$ cat config.mk
export PLATFORM = sky130hd
export DESIGN_NAME = json_stream_indenter_core
export DESIGN_NICKNAME = d
export VERILOG_FILES = /design/src/design/jsi_pkg.sv /design/src/design/jsi_front.sv /design/src/design/jsi_cmdq.sv /design/src/design/jsi_back.sv /design/src/design/json_stream_indenter_core.sv
export SDC_FILE = /design/constraint.sdc
export NUM_CORES = 1
export LEC_CHECK = 0
export BUFFER_PORTS_ARGS = -buffer_cell sky130_fd_sc_hd__buf_2
export CORE_MARGIN = 4
export CORE_UTILIZATION = 35
export DETAILED_ROUTE_END_ITERATION = 16
export PLACE_DENSITY_LB_ADDON = 0.15
export SYNTH_ARGS = -nofsm -noshare
export SYNTH_HDL_FRONTEND = slang
export SYNTH_SLANG_ARGS = --single-unit
$ cat constraint.sdc
create_clock -name clk -period 10.74 [get_ports clk]
set_clock_uncertainty 0.15 [all_clocks]
set_input_delay 1.074 -clock clk [delete_from_list [all_inputs] [get_ports clk]]
set_output_delay 1.074 -clock clk [all_outputs]
set_load 0.02 [all_outputs]
$ cat src/design/jsi_pkg.sv
// Shared types, character codes and constants for the JSON stream indenter.
package jsi_pkg;

    // Default and bounds
    localparam int MAX_DEPTH_DEF = 16;
    localparam int MAX_SPACES    = 48;
    localparam int SPACE_W       = 6;
    localparam int CMDQ_DEPTH    = 4;
    localparam int CFG_W         = 2;
    localparam logic [CFG_W-1:0] INDENT_RESET = 2'd2;

    // Character codes
    localparam logic [7:0] CHR_QUOTE  = 8'h22;
    localparam logic [7:0] CHR_BSLASH = 8'h5C;
    localparam logic [7:0] CHR_COMMA  = 8'h2C;
    localparam logic [7:0] CHR_LBRACE = 8'h7B;
    localparam logic [7:0] CHR_LBRACK = 8'h5B;
    localparam logic [7:0] CHR_RBRACE = 8'h7D;
    localparam logic [7:0] CHR_RBRACK = 8'h5D;
    localparam logic [7:0] CHR_NL     = 8'h0A;
    localparam logic [7:0] CHR_SPACE  = 8'h20;
    localparam logic [7:0] CHR_TAB    = 8'h09;
    localparam logic [7:0] CHR_VT     = 8'h0B;
    localparam logic [7:0] CHR_FF     = 8'h0C;
    localparam logic [7:0] CHR_CR     = 8'h0D;

    // Shape of the output run for one item
    typedef enum logic [1:0] {
        CMD_SINGLE,  // byte only
        CMD_AFTER,   // byte, newline, indent
        CMD_BEFORE   // newline, indent, byte
    } cmd_kind_t;

    typedef struct packed {
        cmd_kind_t          kind;
        logic [7:0]         data;
        logic [SPACE_W-1:0] spaces;
        logic               fault;
    } jsi_cmd_t;

    // Front parser status
    typedef struct packed {
        logic in_string;
        logic escape_pending;
    } front_stat_t;

    typedef enum logic [2:0] {
        BK_IDLE,
        BK_HEAD,
        BK_NL,
        BK_SPACE,
        BK_TAIL
    } back_state_t;

endpackage

$ cat src/design/jsi_front.sv
// Front end: accepts input bytes, tracks string and nesting state, builds commands.
module jsi_front #(
    parameter int MAX_DEPTH = jsi_pkg::MAX_DEPTH_DEF
) (
    input  logic                       clk,
    input  logic                       rst_n,
    input  logic                       accept,
    input  logic [7:0]                 in_byte,
    input  logic [jsi_pkg::CFG_W-1:0]  indent_width,
    output logic                       cmd_push,
    output jsi_pkg::jsi_cmd_t          cmd,
    output jsi_pkg::front_stat_t       stat
);
    import jsi_pkg::*;

    localparam int NEST_W = $clog2(MAX_DEPTH + 1);

    logic              in_string_reg, in_string_next;
    logic              escape_reg, escape_next;
    logic [NEST_W-1:0] level_reg, level_next;
    logic              keep;
    logic              fault;
    cmd_kind_t         kind;
    logic [NEST_W+1:0] prod;
    logic [SPACE_W-1:0] spaces;

    // Classify the byte and work out the next parser state
    always_comb
    begin
        in_string_next = in_string_reg;
        escape_next    = escape_reg;
        level_next     = level_reg;
        keep           = 1'b1;
        fault          = 1'b0;
        kind           = CMD_SINGLE;
        if (in_string_reg)
        begin
            if (escape_reg)
                escape_next = 1'b0;
            else if (in_byte == CHR_QUOTE)
                in_string_next = 1'b0;
            else if (in_byte == CHR_BSLASH)
                escape_next = 1'b1;
        end
        else
        begin
            unique case (in_byte) inside
                CHR_QUOTE:
                    in_string_next = 1'b1;
                CHR_COMMA:
                    kind = CMD_AFTER;
                CHR_LBRACE, CHR_LBRACK:
                begin
                    kind = CMD_AFTER;
                    if (level_reg >= NEST_W'(MAX_DEPTH))
                    begin
                        level_next = NEST_W'(MAX_DEPTH);
                        fault      = 1'b1;
                    end
                    else
                        level_next = level_reg + 1'b1;
                end
                CHR_RBRACE, CHR_RBRACK:
                begin
                    kind = CMD_BEFORE;
                    if (level_reg == '0)
                        fault = 1'b1;
                    else
                        level_next = level_reg - 1'b1;
                end
                CHR_SPACE, CHR_TAB, CHR_NL, CHR_VT, CHR_FF, CHR_CR:
                    keep = 1'b0;
                default:
                    kind = CMD_SINGLE;
            endcase
        end
    end

    // Indent length at the new depth, capped
    always_comb
    begin
        prod = (NEST_W+2)'(indent_width) * (NEST_W+2)'(level_next);
        if (int'(prod) > MAX_SPACES)
            spaces = SPACE_W'(MAX_SPACES);
        else
            spaces = SPACE_W'(prod);
    end

    assign cmd_push    = accept && keep;
    assign cmd.kind    = kind;
    assign cmd.data    = in_byte;
    assign cmd.spaces  = spaces;
    assign cmd.fault   = fault;
    assign stat.in_string      = in_string_reg;
    assign stat.escape_pending = escape_reg;

    // Parser state
    always_ff @(posedge clk or negedge rst_n)
    begin
        if (!rst_n)
        begin
            in_string_reg <= 1'b0;
            escape_reg    <= 1'b0;
            level_reg     <= '0;
        end
        else if (accept)
        begin
            in_string_reg <= in_string_next;
            escape_reg    <= escape_next;
            level_reg     <= level_next;
        end
    end

endmodule

$ cat src/design/jsi_cmdq.sv
// Short command queue between front and back end.
module jsi_cmdq #(
    parameter int DEPTH = jsi_pkg::CMDQ_DEPTH
) (
    input  logic              clk,
    input  logic              rst_n,
    input  logic              wr_en,
    input  jsi_pkg::jsi_cmd_t wr_data,
    input  logic              rd_en,
    output jsi_pkg::jsi_cmd_t rd_data,
    output logic              rd_valid,
    output logic              full
);
    import jsi_pkg::*;

    localparam int PTR_W = (DEPTH > 1) ? $clog2(DEPTH) : 1;
    localparam int CNT_W = $clog2(DEPTH + 1);

    jsi_cmd_t           slot [DEPTH];
    logic [PTR_W-1:0]   wr_ptr_reg, rd_ptr_reg;
    logic [CNT_W-1:0]   count_reg;
    logic               do_wr, do_rd;

    assign full     = (count_reg == CNT_W'(DEPTH));
    assign rd_valid = (count_reg != '0);
    assign rd_data  = slot[rd_ptr_reg];
    assign do_wr    = wr_en && !full;
    assign do_rd    = rd_en && rd_valid;

    // Storage
    always_ff @(posedge clk)
    begin
        if (do_wr)
            slot[wr_ptr_reg] <= wr_data;
    end

    // Pointers and fill count
    always_ff @(posedge clk or negedge rst_n)
    begin
        if (!rst_n)
        begin
            wr_ptr_reg <= '0;
            rd_ptr_reg <= '0;
            count_reg  <= '0;
        end
        else
        begin
            if (do_wr)
                wr_ptr_reg <= (wr_ptr_reg == PTR_W'(DEPTH - 1)) ? '0 : wr_ptr_reg + 1'b1;
            if (do_rd)
                rd_ptr_reg <= (rd_ptr_reg == PTR_W'(DEPTH - 1)) ? '0 : rd_ptr_reg + 1'b1;
            if (do_wr && !do_rd)
                count_reg <= count_reg + 1'b1;
            else if (do_rd && !do_wr)
                count_reg <= count_reg - 1'b1;
        end
    end

endmodule

$ cat src/design/jsi_back.sv
// Back end: expands each command into output bytes, one per cycle while the output register is free.
module jsi_back (
    input  logic              clk,
    input  logic              rst_n,
    input  logic              cmd_valid,
    input  jsi_pkg::jsi_cmd_t cmd,
    output logic              cmd_pop,
    output logic              empty,
    input  logic              pop,
    output logic [7:0]        out_byte,
    output logic              last_of_run,
    output logic              depth_fault
);
    import jsi_pkg::*;

    back_state_t        state_reg, state_next;
    cmd_kind_t          kind_reg;
    logic [7:0]         data_reg;
    logic [SPACE_W-1:0] spaces_reg;
    logic               fault_reg;
    logic               out_valid_reg;
    logic [7:0]         out_byte_reg;
    logic               out_last_reg;
    logic               out_fault_reg;
    logic               adv;
    logic               emit;
    logic [7:0]         emit_byte;
    logic               emit_last;
    logic               spaces_dec;

    // Output slot free this cycle
    assign adv = !out_valid_reg || pop;

    // Next state
    always_comb
    begin
        state_next = state_reg;
        unique case (state_reg)
            BK_IDLE:
                if (cmd_valid)
                    state_next = (cmd.kind == CMD_BEFORE) ? BK_NL : BK_HEAD;
            BK_HEAD:
                if (adv)
                    state_next = (kind_reg == CMD_SINGLE) ? BK_IDLE : BK_NL;
            BK_NL:
                if (adv)
                begin
                    if (spaces_reg != '0)
                        state_next = BK_SPACE;
                    else
                        state_next = (kind_reg == CMD_AFTER) ? BK_IDLE : BK_TAIL;
                end
            BK_SPACE:
                if (adv && spaces_reg == SPACE_W'(1))
                    state_next = (kind_reg == CMD_AFTER) ? BK_IDLE : BK_TAIL;
            BK_TAIL:
                if (adv)
                    state_next = BK_IDLE;
            default:
                state_next = BK_IDLE;
        endcase
    end

    // Outputs of the sequencer
    always_comb
    begin
        cmd_pop    = 1'b0;
        emit       = 1'b0;
        emit_byte  = data_reg;
        emit_last  = 1'b0;
        spaces_dec = 1'b0;
        unique case (state_reg)
            BK_IDLE:
                cmd_pop = cmd_valid;
            BK_HEAD:
            begin
                emit      = adv;
                emit_last = (kind_reg == CMD_SINGLE);
            end
            BK_NL:
            begin
                emit      = adv;
                emit_byte = CHR_NL;
                emit_last = (kind_reg == CMD_AFTER) && (spaces_reg == '0);
            end
            BK_SPACE:
            begin
                emit       = adv;
                emit_byte  = CHR_SPACE;
                emit_last  = (kind_reg == CMD_AFTER) && (spaces_reg == SPACE_W'(1));
                spaces_dec = adv;
            end
            BK_TAIL:
            begin
                emit      = adv;
                emit_last = 1'b1;
            end
            default:
                emit = 1'b0;
        endcase
    end

    // Current command
    always_ff @(posedge clk)
    begin
        if (cmd_pop)
        begin
            kind_reg   <= cmd.kind;
            data_reg   <= cmd.data;
            spaces_reg <= cmd.spaces;
            fault_reg  <= cmd.fault;
        end
        else if (spaces_dec)
            spaces_reg <= spaces_reg - 1'b1;
    end

    // Output register payload
    always_ff @(posedge clk)
    begin
        if (emit)
        begin
            out_byte_reg  <= emit_byte;
            out_last_reg  <= emit_last;
            out_fault_reg <= fault_reg;
        end
    end

    // Control state
    always_ff @(posedge clk or negedge rst_n)
    begin
        if (!rst_n)
        begin
            state_reg     <= BK_IDLE;
            out_valid_reg <= 1'b0;
        end
        else
        begin
            state_reg <= state_next;
            if (emit)
                out_valid_reg <= 1'b1;
            else if (pop)
                out_valid_reg <= 1'b0;
        end
    end

    assign empty       = !out_valid_reg;
    assign out_byte    = out_byte_reg;
    assign last_of_run = out_last_reg;
    assign depth_fault = out_fault_reg;

endmodule

$ cat src/design/json_stream_indenter_core.sv
// Top level of the JSON stream indenter: config register, front, queue and back end.
//
// Re-indents compact JSON text one byte at a time.
// Input queue side: present in_byte with push; it is taken on an edge where push
// is high and full is low. Whitespace outside strings is taken and dropped.
// Output queue side: while empty is low, out_byte, last_of_run and depth_fault
// show the oldest result; pop on an edge where empty is low takes it.
// last_of_run marks the final byte produced for one input item.
// Config: cfg_data (spaces per level) is written when cfg_valid is high;
// cfg_ready is always high. Write it only while the block is idle.
// With an empty pipeline, a taken item passes the command queue, the back end's
// command register and the output register before its first result shows.
// The back end emits one byte per cycle while the output register is free, and
// fetches each command in its idle state, taking a new one only after the last
// command's final byte. A four-entry command queue lets input run ahead at one
// item per cycle until it fills.
// Reset clears parser state, queue and output register; the indent width
// returns to two. If the receiver stops popping, the output register holds
// its item, the queue fills and full rises; nothing is lost.
module json_stream_indenter_core #(
    parameter int MAX_DEPTH  = jsi_pkg::MAX_DEPTH_DEF,
    parameter int CMDQ_DEPTH = jsi_pkg::CMDQ_DEPTH
) (
    input  logic                      clk,
    input  logic                      rst_n,
    input  logic                      push,
    output logic                      full,
    input  logic [7:0]                in_byte,
    output logic                      empty,
    input  logic                      pop,
    output logic [7:0]                out_byte,
    output logic                      last_of_run,
    output logic                      depth_fault,
    input  logic                      cfg_valid,
    output logic                      cfg_ready,
    input  logic [jsi_pkg::CFG_W-1:0] cfg_data
);
    import jsi_pkg::*;

    logic [CFG_W-1:0] indent_width_reg;
    logic             accept;
    logic             cmd_push;
    jsi_cmd_t         push_cmd;
    jsi_cmd_t         head_cmd;
    logic             cmd_valid;
    logic             cmd_pop;
    logic             cmd_full;
    front_stat_t      front_stat;

    // Configuration register
    assign cfg_ready = 1'b1;

    always_ff @(posedge clk or negedge rst_n)
    begin
        if (!rst_n)
            indent_width_reg <= INDENT_RESET;
        else if (cfg_valid && cfg_ready)
            indent_width_reg <= cfg_data;
    end

    assign full   = cmd_full;
    assign accept = push && !cmd_full;

    jsi_front #(
        .MAX_DEPTH (MAX_DEPTH)
    ) u_front (
        .clk          (clk),
        .rst_n        (rst_n),
        .accept       (accept),
        .in_byte      (in_byte),
        .indent_width (indent_width_reg),
        .cmd_push     (cmd_push),
        .cmd          (push_cmd),
        .stat         (front_stat)
    );

    jsi_cmdq #(
        .DEPTH (CMDQ_DEPTH)
    ) u_cmdq (
        .clk      (clk),
        .rst_n    (rst_n),
        .wr_en    (cmd_push),
        .wr_data  (push_cmd),
        .rd_en    (cmd_pop),
        .rd_data  (head_cmd),
        .rd_valid (cmd_valid),
        .full     (cmd_full)
    );

    jsi_back u_back (
        .clk         (clk),
        .rst_n       (rst_n),
        .cmd_valid   (cmd_valid),
        .cmd         (head_cmd),
        .cmd_pop     (cmd_pop),
        .empty       (empty),
        .pop         (pop),
        .out_byte    (out_byte),
        .last_of_run (last_of_run),
        .depth_fault (depth_fault)
    );

    // An escape can only be pending inside a string
    a_escape_in_string: assert property (@(posedge clk) disable iff (!rst_n)
        front_stat.escape_pending |-> front_stat.in_string)
        else $error("escape pending outside a string");

    // Commands are never written into a full queue
    a_no_overflow: assert property (@(posedge clk) disable iff (!rst_n)
        cmd_push |-> !cmd_full)
        else $error("command queue overflow");

    // A full input side means commands are waiting for the back end
    a_full_has_work: assert property (@(posedge clk) disable iff (!rst_n)
        full |-> cmd_valid)
        else $error("full raised with empty command queue");

endmodule

Yosys cells after proc, flatten, opt, wreduce, memory -nomap -nowiden:

Memories as Yosys holds them, arrays and structs flattened.
Cells that the tools add are included.
Widths: inputs -> output; s select.

* reduce and logical (&&, ||, !) cells: 30
* multiply operators: 1
* order comparisons: 2
* multiplexer cells: 45
* add/sub/neg operators: 7
* eq/ne operators: 28

Operators by type and width (number)
* $eq 8x4->1 const B: 5
* $eq 8x7->1 const B: 5
* $mux 3: 9
* $eq 8x6->1 const B: 3
* $mux 1: 19
* $mux 6: 3
* $pmux 8 s2: 1
* $mux 5: 3
* $pmux 3 s5: 1
* $mux 2: 5
* $ne 2x1->1 const B: 5
* $pmux 5 s2: 1
* $logic_and 1x1->1: 9
* $gt 7x6->1 const B: 1
* $mul 2x5->7: 1
* $eq 2x2->1 const B: 3
* $eq 3x2->1 const B: 2
* $eq 3x3->1 const B: 2
* $eq 6x1->1 const B: 1
* $logic_not 6->1: 1
* $reduce_bool 2->1: 3
* $reduce_bool 6->1: 1
* $reduce_or 6->1: 1
* $sub 6x1->6 const B: 1
* other kinds (22): 27

* register bits: 47
* output and inout port bits: 13
* logic and storage cells: 130
* memory bits (writable): 68
* memories kept: 1
* bits of input ports: 15

Memories
* u_cmdq.slot: words 4, width 17, rd ports 1, clocked after Yosys merged registers in 0, write ports 1, line jsi_cmdq.sv:19 `jsi_cmd_t slot [DEPTH];`

Logic depth before layout (Yosys ltp):

* depth in word-level cells: 10
* gate-level depth with buffers: 15

Hierarchy:

A second synthesis with hierarchy kept.

* cell total of the unflattened synthesis: 384
* area total of the unflattened synthesis: 5639.2 um^2

By module, submodules not included
* jsi_cmdq: area an instance 2976.6 um^2, seq. area each 2217.1 um^2, times used 1, cells each 126
* jsi_back: area an instance 1392.6 um^2, seq. area each 910.9 um^2, times used 1, cells each 104
* jsi_front: area an instance 1178.6 um^2, seq. area each 175.2 um^2, times used 1, cells each 147
* json_stream_indenter_core: area an instance 91.3 um^2, seq. area each 51.3 um^2, times used 1, cells each 7

Least setup slack after synthesis:

No wires, ideal clock.

* path kind: input to register
* start point: input port in_byte[7]
* end point: memory u_cmdq.slot[0][2] (netlist bit) (data pin)
* setup time: 288 ps
* data required time: 10302 ps
* arrival time: 3717 ps
* slack: 6585 ps
* buffers on the path: 1
* cell stages on the path: 13
* cell sequence: nand4b_1 > buf_2 > nor4b_4 > o21ai_1 > a22o_1 > and2_1 > ha_1 > fa_1 > a21o_1 > nand2_1 > nor3_1 > mux2i_1 > o22ai_1

RTL lines
* start, declared: line json_stream_indenter_core.sv:28 `input logic [7:0] in_byte,`
* end, declared: line jsi_cmdq.sv:19

==> flow_metrics.py <==
metrics = {
    "critical_path": {
        "worstPathMaxFanout": 11,
        "cp.buffers_inverters": 1,
        "startpoint_type": "primary input",
        "crit_path_end_kind": "flip-flop",
        "path_class": "in -> reg",
        "cp.required_ns": 10.69,
        "cpPeakStageDelay_ns": 0.53,
        "worst_path_max_delay_cell": "nor4b_4",
        "crit_chain": "buf_2 -> nand4b_1 -> nor4b_4 -> o21ai_1 -> a22oi_1 -> nor2b_1 -> ha_1 -> fa_1 -> a21o_1 -> nand2_1 -> nor3_1 -> mux2i_1 -> o22ai_1",
        "arrival_ns": 4.55,
        "crit_family": "simple AND/OR/NAND/NOR gates",
    },
    "pwr": {
        "peakVddDrop_mv": 0.121,
        "powerDensity_nw_per_um2": 276,
        "p_total_mw": 1.71,
        "p_leak_nw": 2.26,
    },
    "floorplanning": {
        "rows": 44,
        "dieArea_sq_um": 17300,
        "core-area_sq_um": 14800,
        "die_x_um": 132,
        "die-height_um": 132,
        "pin_count": 28,
        "start_util": 0.362,
    },
    "cells_and_area": {
        "area_growth_pct": 15.8,
        "insertedDiodeCount": 0,
        "largest_reg_flops": 68,
        "seq_area_sq_um": 3350,
        "fillCellCount": 1362,
        "multi_input_area_sq_um": 1870,
        "final_util": 0.419,
        "layout.nets": 436,
        "drive_gt1_frac": 0.218,
    },
    "placed_design": {
        "gp_congestion": 0.882,
        "dp_hpwl_um": 6850,
        "place_ws_ns": 5.75,
        "io_buffers": 26,
    },
    "synth": {
        "synth-main-ff-cell": "edfxtp_1",
        "netlist_area_sq_um": 5350,
        "yosys.cell_types.count": 56,
        "synth_async_sr_flop_share": 0.174,
        "synth_seq_area_share": 0.627,
        "synth_fp_nets": 404,
        "synth_area_leaders": "edfxtp_1, dfrtp_1, mux4_2, ha_1, o21ai_0",
        "syn_inst": 373,
        "ys_top_cells_by_count": "edfxtp_1, nand2_1, nor2_1",
        "synth_edf_count": 95,
        "post_synth.cell_area_avg_sq_um": 14.3,
        "synth_top_area_share": 0.534,
        "post-synth-top-area-cell": "edfxtp_1",
        "yosysMostFrequentCell": "edfxtp_1",
        "synth_seq_cells": 115,
        "yosysWarnings": 0,
    },
    "sta": {
        "max_slew_margin": 0.359,
        "hold_viol_final": 0,
        "tightest_slew_ns": 0.961,
        "fin_crit_sh": 0.428,
        "fmax_mhz": 218,
        "final.setup.tns_ns": 0,
        "setup_viol": 0,
        "drv_slew": 0,
        "whs_ns": 0.278,
        "rsz0062_at_grt": "no",
        "setup_ws_ns": 6.15,
        "fin_crit_ns": 4.60,
    },
    "grt": {
        "grt_max_degree": 27,
        "grt_overflow_total": 0,
        "antenna_found_initial": 0,
        "grt_use_total": 0.125,
        "grt_first_pass_wirelength_um": 16700,
        "grt_pass1_vias": 3143,
    },
    "min_path": {
        "hold_class": "reg -> reg",
    },
    "clock_tree": {
        "clk_path_buf_depth": 2,
        "cts_setup_buffers": 0,
        "clkLatencyLatePin_ns": 0.41,
        "cts_tree": "yes",
        "postCtsHoldBufs": 0,
        "clkTransAtPathRegs_ns": 0.05,
        "cts_sinks": 115,
        "htreeDepth": 4,
        "cts_root_buf": "clkbuf_16",
        "cts_made_buffers": 17,
        "ctsResizeCount": 0,
    },
    "detailed_routing": {
        "num_vias": 3051,
        "wl_per_cell_um": 16.8,
        "vias_per_cell": 5.07,
        "wl_um": 10100,
        "drc_errors": 0,
        "drtIter0Drc": 264,
        "drtAntennaViolNets": 0,
        "firstDrtPassIters": 6,
    },
    "job": {
        "cap_violations": 0,
    },
    "run_status": {
        "status": "completed",
    },
}
==> cell type report <==
cell class / count / share of cell area
sequential: 115 / 0.542
multi-input combinational: 227 / 0.302
clock buffer: 21 / 0.0712
tap: 184 / 0.0372
timing repair buffer: 28 / 0.0235
clock inverter: 11 / 0.0148
inverter: 16 / 0.00970
==> power breakdown <==
group | switching (mW) | total (mW) | internal (mW) | leakage (nW)
clock | 0.188 | 0.502 | 0.314 | 0.258
combinational | 0.264 | 0.463 | 0.199 | 0.866
sequential | 0.0806 | 0.745 | 0.664 | 1.14
total | 0.532 | 1.71 | 1.18 | 2.26
==> final timing paths <==
path | from | to | slack [ns] | cells after the start
hold / removal | u_back.fault_reg | u_back.depth_fault | 0.28 | 0
setup reg to reg | u_front.level_reg[0] | u_cmdq.slot[1][3] | 6.62 | 14
max in group asynchronous | rst_n | indent_width_reg[1] | 9.56 | 1
hold reg to reg | u_back.fault_reg | u_back.depth_fault | 0.28 | 0
min in group asynchronous | rst_n | u_back.state_reg[2] | 0.50 | 1
setup / recovery | in_byte[7] | u_cmdq.slot[1][3] | 6.15 | 13
==> routing by layer <==
metal,GRT usage,vias up,part of all wire
met2,0.186,74,0.45
met3,0.0390,15,0.046
li1,-,1483,-
met5,0,-,0
met4,0.0572,0,0.020
met1,0.167,1479,0.48
==> kinds of logic after synthesis <==
| logic type | synth area share |
|---|---|
| flops | 0.627 |
| simple gates | 0.113 |
| compound gates | 0.0817 |
| buf+inv | 0.0246 |
| mux | 0.0941 |
| fa+ha+maj | 0.0403 |
| xor+xnor | 0.0180 |
| other cells | 0.000701 |
==> cell usage in the layout (no fill, tap or decap), types with 7 or more instances in the layout <==
| master | count |
|---|---|
| nand2_1 | 24 |
| o21ai_0 | 19 |
| nor3_1 | 10 |
| inv_1 | 16 |
| ha_1 | 14 |
| buf_2 | 26 |
| edfxtp_1 | 95 |
| mux2_2 | 8 |
| mux4_2 | 17 |
| clkbuf_16 | 17 |
| o22ai_1 | 7 |
| dfrtp_1 | 19 |
| nor2_1 | 23 |
| and2_1 | 14 |
==> through the flow <==
| step | cells | instance area, sq um |
|---|---|---|
| 2_1_floorplan | 373 | 5350 |
| 3_3_place_gp | 570 | 5660 |
| 3_5_place_dp | 570 | 5660 |
| 4_1_cts | 602 | 6190 |
| 5_1_grt | 602 | 6190 |
| 6_report | 602 | 6190 |
No activity file was read; power rests on OpenSTA's default activity.
